==> src/tss_pkg.sv <==
`timescale 1ns / 1ps
package tss_pkg;

  localparam int AtabLen  = 24;
  localparam int ZW       = 27;
  localparam int AngleMax = 51472;
  localparam int CfgIdxW  = 8;
  localparam int CfgDataW = 32;

  localparam logic [CfgIdxW-1:0] REG_IMAGE_WIDTH  = 8'd0;
  localparam logic [CfgIdxW-1:0] REG_IMAGE_HEIGHT = 8'd1;
  localparam logic [CfgIdxW-1:0] REG_INV_CELL_X   = 8'd2;
  localparam logic [CfgIdxW-1:0] REG_INV_CELL_Y   = 8'd3;

  typedef logic signed [ZW-1:0] zval_t;

  // atan(2^-i) in Q.24
  localparam zval_t ATAN_Q24 [AtabLen] = '{
    27'sd13176795, 27'sd7778716, 27'sd4110060, 27'sd2086331, 27'sd1047214, 27'sd524118,
    27'sd262123, 27'sd131069, 27'sd65536, 27'sd32768, 27'sd16384, 27'sd8192,
    27'sd4096, 27'sd2048, 27'sd1024, 27'sd512, 27'sd256, 27'sd128,
    27'sd64, 27'sd32, 27'sd16, 27'sd8, 27'sd4, 27'sd2
  };

  typedef struct packed {
    logic [15:0] row;
    logic [11:0] col;
    logic        last;
    logic        frame;
  } meta_t;

  function automatic longint shr_tz(input longint v, input int s);
    longint r;
    if (v < 0) begin
      r = -((-v) >>> s);
    end else begin
      r = v >>> s;
    end
    return r;
  endfunction

  // Unit vector run through the vectoring rotation: gain-scaled 1.0 in Q.27.
  function automatic longint unit_gain(input int stages);
    longint x;
    longint y;
    longint tx;
    x = longint'(1) <<< 27;
    y = 0;
    for (int i = 0; i < stages && i < AtabLen; i++) begin
      tx = x;
      if (y >= 0) begin
        x = x + shr_tz(y, i);
        y = y - shr_tz(tx, i);
      end else begin
        x = x - shr_tz(y, i);
        y = y + shr_tz(tx, i);
      end
    end
    return x;
  endfunction

endpackage

==> src/tss_cordic_cell.sv <==
`timescale 1ns / 1ps
module tss_cordic_cell
  import tss_pkg::*;
#(
  parameter int W   = 55,
  parameter int Idx = 0
) (
  input  logic                clk_i,
  input  logic                rst_ni,
  input  logic                en_i,
  input  logic                valid_i,
  input  logic signed [W-1:0] x_i,
  input  logic signed [W-1:0] y_i,
  input  zval_t               z_i,
  input  meta_t               meta_i,
  output logic                valid_o,
  output logic signed [W-1:0] x_o,
  output logic signed [W-1:0] y_o,
  output zval_t               z_o,
  output meta_t               meta_o
);

  logic                valid_q;
  logic signed [W-1:0] x_q, x_d, y_q, y_d;
  zval_t               z_q, z_d;
  meta_t               meta_q;

  // shift toward zero
  function automatic logic signed [W-1:0] shr(input logic signed [W-1:0] v);
    logic signed [W-1:0] m;
    m = -v;
    if (v[W-1]) begin
      return -(m >>> Idx);
    end
    return v >>> Idx;
  endfunction

  always_comb begin
    if (!y_i[W-1]) begin
      x_d = x_i + shr(y_i);
      y_d = y_i - shr(x_i);
      z_d = z_i + ATAN_Q24[Idx];
    end else begin
      x_d = x_i - shr(y_i);
      y_d = y_i + shr(x_i);
      z_d = z_i - ATAN_Q24[Idx];
    end
  end

  always_ff @(posedge clk_i or negedge rst_ni) begin
    if (!rst_ni) begin
      valid_q <= 1'b0;
    end else if (en_i) begin
      valid_q <= valid_i;
    end
  end

  always_ff @(posedge clk_i) begin
    if (en_i) begin
      x_q    <= x_d;
      y_q    <= y_d;
      z_q    <= z_d;
      meta_q <= meta_i;
    end
  end

  assign valid_o = valid_q;
  assign x_o     = x_q;
  assign y_o     = y_q;
  assign z_o     = z_q;
  assign meta_o  = meta_q;

endmodule

==> config.mk <==
export PLATFORM = sky130hd
export DESIGN_NAME = tss_cordic_cell
export DESIGN_NICKNAME = d
export VERILOG_FILES = /design/src/tss_pkg.sv /design/src/tss_cordic_cell.sv
export SDC_FILE = /design/constraint.sdc
export NUM_CORES = 1
export LEC_CHECK = 0
export BUFFER_PORTS_ARGS = -buffer_cell sky130_fd_sc_hd__buf_4
export CAP_MARGIN = 15
export CORE_ASPECT_RATIO = 0.7
export CORE_MARGIN = 5
export CORE_UTILIZATION = 27
export CTS_CLUSTER_DIAMETER = 120
export DETAILED_ROUTE_END_ITERATION = 6
export GPL_TIMING_DRIVEN = 0
export HOLD_SLACK_MARGIN = 0.02
export SETUP_SLACK_MARGIN = 0.5
export SLEW_MARGIN = 0
export SYNTH_ARGS = -nofsm -noshare
export SYNTH_HDL_FRONTEND = slang
export SYNTH_SLANG_ARGS = --single-unit
==> constraint.sdc <==
create_clock -name clk_i -period 1.6 [get_ports clk_i]
set_clock_uncertainty 0.05 [all_clocks]
set_input_delay 0.24 -clock clk_i [delete_from_list [all_inputs] [get_ports clk_i]]
set_output_delay 0.24 -clock clk_i [all_outputs]
set_load 0.005 [all_outputs]
==> results_dict.tcl, run 1 <==
set metrics [dict create \
    reg2reg_to "valid_o" \
    timing.rr.start "valid_o" \
    worst_pin_slew_ps 532.7 \
    synth_nets 1919 \
    synth_area_um2 14830 \
    drive_gt1_share_pct 46.30 \
    viasPerCell 5.044 \
    grt_pass1_wl_um 87990 \
    fin_ws_ps -2334 \
    worstSetupStartpointType "input pin" \
    status "finished, violations left" \
    drc 0 \
    yosysTopAreaCell "edfxtp_1" \
    die_area_um2 59780 \
    grt_max_degree 76 \
    grt_busiest_layer "met2" \
    synth_top_flop_cell "edfxtp_1" \
    area_growth_pct 63.52 \
    drt_iter0_drc 887 \
    slowest_delay_ps 550 \
    min_path_cells 3 \
    timing.max_slew.rel_slack_pct 64.11 \
    grt_use_met1_pct 26.29 \
    worstSetupPathType "in2reg" \
    cts.htree.levels 4 \
    num_rows 71 \
    worstSetupEndpointType "register" \
    setup_viol 127 \
    met2_usage_pct 30.70 \
    synth_warnings 0 \
    hpwl_um 44700 \
    synth.avg_cell_area_um2 9.256 \
    ys_seq_area_share_pct 33.79 \
    finalSetupTns_ps -182990 \
    grt_use_met3_pct 3.190 \
    violations "negative setup slack" \
    r2r_cells 1 \
    cp_num_buf_inv 2 \
    fin_area_um2 24250 \
    peakVddDrop_mv 0.6782 \
    power_density_nw_per_um2 886.7 \
    finalHoldViolations 0 \
    insertion_delay_ps 450 \
    fmax_mhz 254.2 \
    detailroute.via_count 14900 \
    ios 339 \
    core_um2 54010 \
    cts_root_buffer "clkbuf_16" \
    path_clk_slew_ps 80 \
    holdWs_ps 107.1 \
    hold_class "in2reg" \
    dpl_cell_area_um2 18920 \
    die_h_um 206.1 \
    first_global_vias 14530 \
    cp.required_ps 1770 \
    crit_family "simple AND/OR/NAND/NOR gates" \
    ys_async_sr_fraction_pct 0.5988 \
    wire_per_inst_um 20.50 \
    start_util_pct 27.45 \
    period_share_pct 245.8 \
    routed_wl_um 60590 \
    numCtsBuffers 17 \
    cts_tree "yes" \
    fin_crit_ps 3934 \
    grt_overflow 0 \
    fp.dieW_um 290.1 \
    cts_sinks 167 \
    r2r_slack_ps 790 \
    synth_edf_count 166 \
    crit_path_cell_trace "buf_8 > or4_4 > nor3_4 > and2_4 > and3_4 > and3_4 > and2b_2 > a21oi_1 > xnor2_1 > ha_1 > clkbuf_4 > nand2_1 > nor2_4 > nand2_2 > or4_4 > o41ai_4 > nor2_2 > o21ai_2 > xor2_1" \
    clockBufferDepth 2 \
    final_core_util_pct 44.89 \
    crit_arrival_ps 4100 \
    final_cell_mix "412 x buf_4, 166 x edfxtp_1, 137 x buf_6" \
    drv_slew 0 \
    synth_area_leaders "edfxtp_1 34%, ha_1 12%, xnor2_1 8.2%" \
    rsz0062_at_grt "yes" \
    grt_usage_pct 18.85 \
    antenna_left 0 \
    holdPathEnd "z_o[26]" \
    crit_path_max_fanout 7 \
    portBuffers 338 \
    worstHoldStart "z_i[26]" \
    synthDistinctLibCells 84 \
    gp_congestion 0.9172 \
    syn_inst 1602 \
    grt_antenna_before_repair 7 \
    dr.pass1.iters 4 \
    leakage_uw 0.01002 \
    layout_commonest_cell "buf_4" \
    yosysTopAreaCellShare_pct 33.62 \
    worst_path_max_delay_cell "or4_4" \
    nets 2522 \
    cap_violations 0 \
    yosys_register_bits 167 \
]
==> registers in the layout (all words and copies together), names as in the netlist <==
| signal | cells |
|---|---|
| y_o | 54 |
| valid_o | 1 |
| x_o | 55 |
| z_o | 27 |
| meta_o | 30 |
==> Yosys cell counts (12+ instances only) <==
cell type,number
nor2_1,148
a211oi_1,15
a21o_1,67
a21oi_1,182
nand3_1,25
nor2b_1,17
nand2b_1,17
nand4_1,28
nor4_1,15
a31oi_1,30
o21bai_1,29
and3_1,12
o21a_1,20
o21ai_0,69
clkbuf_1,31
inv_1,46
nor3_1,39
xor2_1,93
nand2_1,109
edfxtp_1,166
xnor2_1,139
ha_1,143
==> metrics by stage <==
stage	setup slack [ps]	instances	power (uW)
after floorplan	-2574	1602	10750
final	-2334	2955	21500
after global routing	-2479	2954	22620
after global placement	-3934	2670	14070
after detailed placement	-3915	2671	14100
after CTS	-2394	2880	20320
==> cells by family (layout without fill, tap and decap cells) <==
group                    count (synthesis)  count (layout)  synth area share (%)
AO/OA/AOI/OAI                          494             494                 21.48
XOR/XNOR                               232             232                 13.70
adder cells (fa/ha/maj)                146             146                 12.47
buffers and inverters                   98             714                 3.080
flip-flops                             167             167                 33.79
multiplexers                             3               3                0.2194
other                                    0               7                     0
AND/OR/NAND/NOR                        462             462                 15.26
==> cell type report <==
| type | count | area (um2) |
|---|---|---|
| antenna | 7 | 17.52 |
| fill | 5053 | 29760 |
| tap | 730 | 913.4 |
| buffer | 50 | 528.0 |
| inverter | 48 | 201.4 |
| sequential | 167 | 5010 |
| timing repair buffer | 584 | 5115 |
| multi-input combinational | 1337 | 11880 |
| clock inverter | 15 | 160.2 |
| clock buffer | 17 | 425.4 |
==> routing by layer <==
layer,share of wire [%],wire length [um],vias to the layer above
li1,-,-,7142
met1,46,27810,7274
met2,47,28570,436
met3,5.3,3210,50
met4,1.6,973,2
met5,0.026,16,-
==> timing repair <==
action / 4_1_cts / 5_1_grt
setup buffers: 141 / 68
hold buffers: 34 / 0
cloned: 2 / 0
endpoints found under the setup margin: 387 / 303
hold endpoints to repair: 33 / 0
resized for setup: 360 / 258
pin swaps: 179 / 137
==> how the worst max path moves through the flow <==
stage                 start       to  slack, ps  cells after the start
floorplan            y_i[9]  x_o[51]      -2570                     20
detailed placement  y_i[54]  x_o[43]      -3910                     16
global route         y_i[8]  x_o[54]      -2480                     23
global placement    y_i[54]  x_o[43]      -3930                     16
CTS                  y_i[3]  x_o[52]      -2390                     18
finish               y_i[8]  x_o[51]      -2330                     19
==> power by group <==
group | switching, uW | internal, uW | leakage, uW
clock | 2080 | 2220 | 0.000284
combinational | 5480 | 5420 | 0.00810
sequential | 344 | 5950 | 0.00164
Power figures use the tool's default switching activity.
==> inputs of run 2 (changes only) <==
--- a/config.mk
+++ b/config.mk
@@ -9,11 +9,13 @@
 export CAP_MARGIN = 15
 export CORE_ASPECT_RATIO = 0.7
 export CORE_MARGIN = 5
-export CORE_UTILIZATION = 27
+export CORE_UTILIZATION = 60
 export CTS_CLUSTER_DIAMETER = 120
 export DETAILED_ROUTE_END_ITERATION = 6
 export GPL_TIMING_DRIVEN = 0
 export HOLD_SLACK_MARGIN = 0.02
+export MAX_ROUTING_LAYER = met4
+export PLACE_DENSITY = 0.87
 export SETUP_SLACK_MARGIN = 0.5
 export SLEW_MARGIN = 0
 export SYNTH_ARGS = -nofsm -noshare
==> run 2 against run 1 <==
The flow now stops in 5_1_grt. Synthesized area stayed put. Synthesized cell count unchanged.
==> results_dict.tcl, run 2 <==
set metrics [dict create \
    yosysTopAreaCellShare_pct 33.62 \
    cts_root_buffer "clkbuf_16" \
    synth_area_um2 14830 \
    synth_nets 1919 \
    synth_edf_count 166 \
    ios 339 \
    synthDistinctLibCells 84 \
    synth_warnings 0 \
    dp_cells 2266 \
    ys_seq_area_share_pct 33.79 \
    clockBufferDepth 2 \
    grt_max_degree 97 \
    cts.htree.levels 4 \
    ys_async_sr_fraction_pct 0.5988 \
    syn_inst 1602 \
    yosys_register_bits 167 \
    failing_step "5_1_grt" \
    die_h_um 141.5 \
    start_util_pct 60.51 \
    cts_sinks 167 \
    numCtsBuffers 17 \
    num_rows 48 \
    yosys-top-cells-count "182 x a21oi_1, 166 x edfxtp_1, 148 x nor2_1, 143 x ha_1, 139 x xnor2_1" \
    portBuffers 338 \
    fp.dieW_um 197.9 \
    yosysTopAreaCell "edfxtp_1" \
    synth_area_leaders "edfxtp_1 34%, ha_1 12%, xnor2_1 8.2%" \
    error_message "[ERROR DPL-0038] Utilization greater than 100%, impossible to legalize" \
    synth.most_common_cell "a21oi_1" \
    synth.avg_cell_area_um2 9.256 \
    status "aborted with a tool error" \
    synth_top_flop_cell "edfxtp_1" \
    gp_congestion 1.074 \
    hpwl_um 39790 \
]
## run 2: cell families after synthesis
logic type	share of synthesized area [%]
and+or+nand+nor	15.26
muxes	0.2194
xor gates and xnor gates	13.70
AOI/OAI and AO/OA	21.48
buffers and inverters	3.080
DFF	33.79
adders and majority gates	12.47
## run 2: timing repair
action,in CTS
setup buffers,211
pin swaps,225
gates cloned,2
resized for setup,488
endpoints found under the hold margin,33
hold buffers,33
endpoints found under the setup margin,398
## run 2: stage by stage
step	setup TNS [ps]	hold slack [ps]	util (%)	area (um2)	worst slack [ps]
CTS	-175520	33.33	94.56	23170	-2303
detailed placement	-323380	-33.65	75.14	18410	-3755
global placement	-411060	-34.46	75.01	18380	-3638
floorplan	-191150	-105.6	-	15440	-2574
==> inputs of run 3 (changes only) <==
==> config.mk (replaced) <==
export PLATFORM = sky130hd
export DESIGN_NAME = tss_cordic_cell
export DESIGN_NICKNAME = d
export VERILOG_FILES = /design/src/tss_pkg.sv /design/src/tss_cordic_cell.sv
export SDC_FILE = /design/constraint.sdc
export NUM_CORES = 1
export LEC_CHECK = 0
export BUFFER_PORTS_ARGS = -buffer_cell sky130_fd_sc_hd__buf_4
export CAP_MARGIN = 15
export CORE_MARGIN = 5
export CORE_UTILIZATION = 40
export DETAILED_ROUTE_END_ITERATION = 6
export GPL_TIMING_DRIVEN = 0
export PLACE_DENSITY_LB_ADDON = 0.15
export SLEW_MARGIN = 0
export SYNTH_ARGS = -nofsm -noshare
export SYNTH_HDL_FRONTEND = slang
export SYNTH_SLANG_ARGS = --single-unit
==> run 3 against run 2 <==
The flow now finishes, with violations (negative setup slack).
==> results_dict.tcl, run 3 (synthesis gave the netlist of run 1 again) <==
set metrics [dict create \
    status "finished, violations left" \
    violations "negative setup slack" \
    grt_pass1_wl_um 82310 \
    gp_congestion 0.9021 \
    hpwl_um 39500 \
    viasPerCell 5.612 \
    power_density_nw_per_um2 881.4 \
    hold_class "in2async" \
    cts_root_buffer "clkbuf_16" \
    antenna_left 0 \
    crit_path_max_fanout 6 \
    wire_per_inst_um 20.80 \
    insertion_delay_ps 440 \
    fin_area_um2 23740 \
    final_cell_mix "485 x buf_4, 166 x edfxtp_1, 113 x xnor2_1" \
    drc 0 \
    grt_antenna_before_repair 11 \
    setup_viol 126 \
    timing.max_slew.rel_slack_pct 58.91 \
    crit_path_cell_trace "buf_8 > or4_4 > nor3_4 > nand2_2 > nor3_4 > and3_4 > nor2_1 > xnor2_1 > ha_4 > o21a_1 > nor2_1 > o21a_1 > or2_2 > o31ai_4 > a41o_2 > a41oi_4 > o31ai_2 > xor2_1" \
    die_area_um2 41020 \
    cap_violations 0 \
    period_share_pct 247.8 \
    leakage_uw 0.009946 \
    cts.htree.levels 4 \
    r2r_slack_ps 810 \
    nets 2516 \
    fp.dieW_um 202.5 \
    cp.required_ps 1750 \
    timing.rr.start "valid_o" \
    slowest_delay_ps 550 \
    portBuffers 338 \
    ios 339 \
    worstSetupEndpointType "register" \
    clockBufferDepth 2 \
    drive_gt1_share_pct 47.78 \
    largest_register_ffs 55 \
    layout.cells.non_filler 2691 \
    worstSetupPathType "in2reg" \
    peakVddDrop_mv 0.8754 \
    grt_usage_pct 25.12 \
    numCtsBuffers 17 \
    area_growth_pct 60.08 \
    core_um2 36610 \
    drt_iter0_drc 1095 \
    worst_path_max_delay_cell "or4_4" \
    first_global_vias 14970 \
    worst_pin_slew_ps 616.4 \
    path_clk_slew_ps 70 \
    cp_num_buf_inv 1 \
    worstSetupStartpointType "input pin" \
    start_util_pct 40.50 \
    reg2reg_to "valid_o" \
    crit_arrival_ps 4110 \
    crit_family "simple AND/OR/NAND/NOR gates" \
    layout_commonest_cell "buf_4" \
    detailroute.via_count 15100 \
    die_h_um 202.5 \
    rsz0062_at_grt "yes" \
    drv_slew 0 \
    grt_max_degree 104 \
    fin_crit_ps 3965 \
    dr.pass1.iters 5 \
    dpl_cell_area_um2 18590 \
    grt_overflow 0 \
    fin_ws_ps -2365 \
    fillCellCount 2877 \
    cts_sinks 167 \
    fmax_mhz 252.2 \
    routed_wl_um 55990 \
    num_rows 70 \
    r2r_cells 1 \
    cts_tree "yes" \
    finalHoldViolations 0 \
    dp_cells 2409 \
]
[run 3: worst max-delay path by stage]
| stage | start | slack (ps) | cells after the start | to |
|---|---|---|---|---|
| floorplan | y_i[9] | -2570 | 20 | x_o[51] |
| global placement | y_i[54] | -3690 | 16 | x_o[43] |
| detailed placement | y_i[54] | -3730 | 16 | x_o[43] |
| CTS | x_i[13] | -2330 | 21 | y_o[52] |
| global route | y_i[9] | -2500 | 18 | x_o[52] |
| finish | y_i[9] | -2370 | 18 | x_o[52] |
[run 3: cell type report]
class / count / area [um2] / area share, %
clock inverters: 15 / 135.1 / 0.5693
well taps: 468 / 585.6 / 2.467
flip-flops and latches: 167 / 5010 / 21.11
clock buffers: 17 / 425.4 / 1.792
repair buffers: 595 / 4938 / 20.81
multi-input cells: 1337 / 12010 / 50.59
diodes: 11 / 27.53 / 0.1160
plain buffers: 33 / 402.9 / 1.697
inverters: 48 / 203.9 / 0.8592
[run 3: where the power goes]
group | switching [uW] | leakage [uW] | internal, uW
sequential | 250 | 0.00164 | 5950
combinational | 5380 | 0.00804 | 5320
clock | 1980 | 0.000272 | 2050
total | 7610 | 0.00995 | 13300
[run 3: stage by stage]
step | total power (uW) | hold slack [ps] | util, % | TNS [ps] | setup WS, ps
finish | 20920 | 56.05 | 64.84 | -177910 | -2365
global route | 22060 | 41.90 | 64.82 | -190400 | -2499
CTS | 19840 | 26.13 | 61.00 | -172220 | -2329
detailed placement | 13830 | -34.56 | 50.78 | -321920 | -3732
global placement | 13780 | -34.64 | 50.68 | -437170 | -3688
floorplan | 10750 | -105.6 | - | -191020 | -2574
[run 3: repair_timing]
action                                 CTS  global route
endpoints found under the hold margin   33             0
cloned                                   1             0
pin swaps                              194           137
hold buffers                            33             0
buffers inserted                       165            73
setup endpoints to repair              130           127
resized for setup                      373           218
[run 3: per-layer routing]
metal / global-route usage (%) / wire length [um] / vias to the layer above
met2: 40.38 / 26060 / 595
li1: - / - / 7166
met1: 33.67 / 24300 / 7235
met5: 0 / 13 / -
met3: 5.335 / 3921 / 103
met4: 8.899 / 1692 / 2
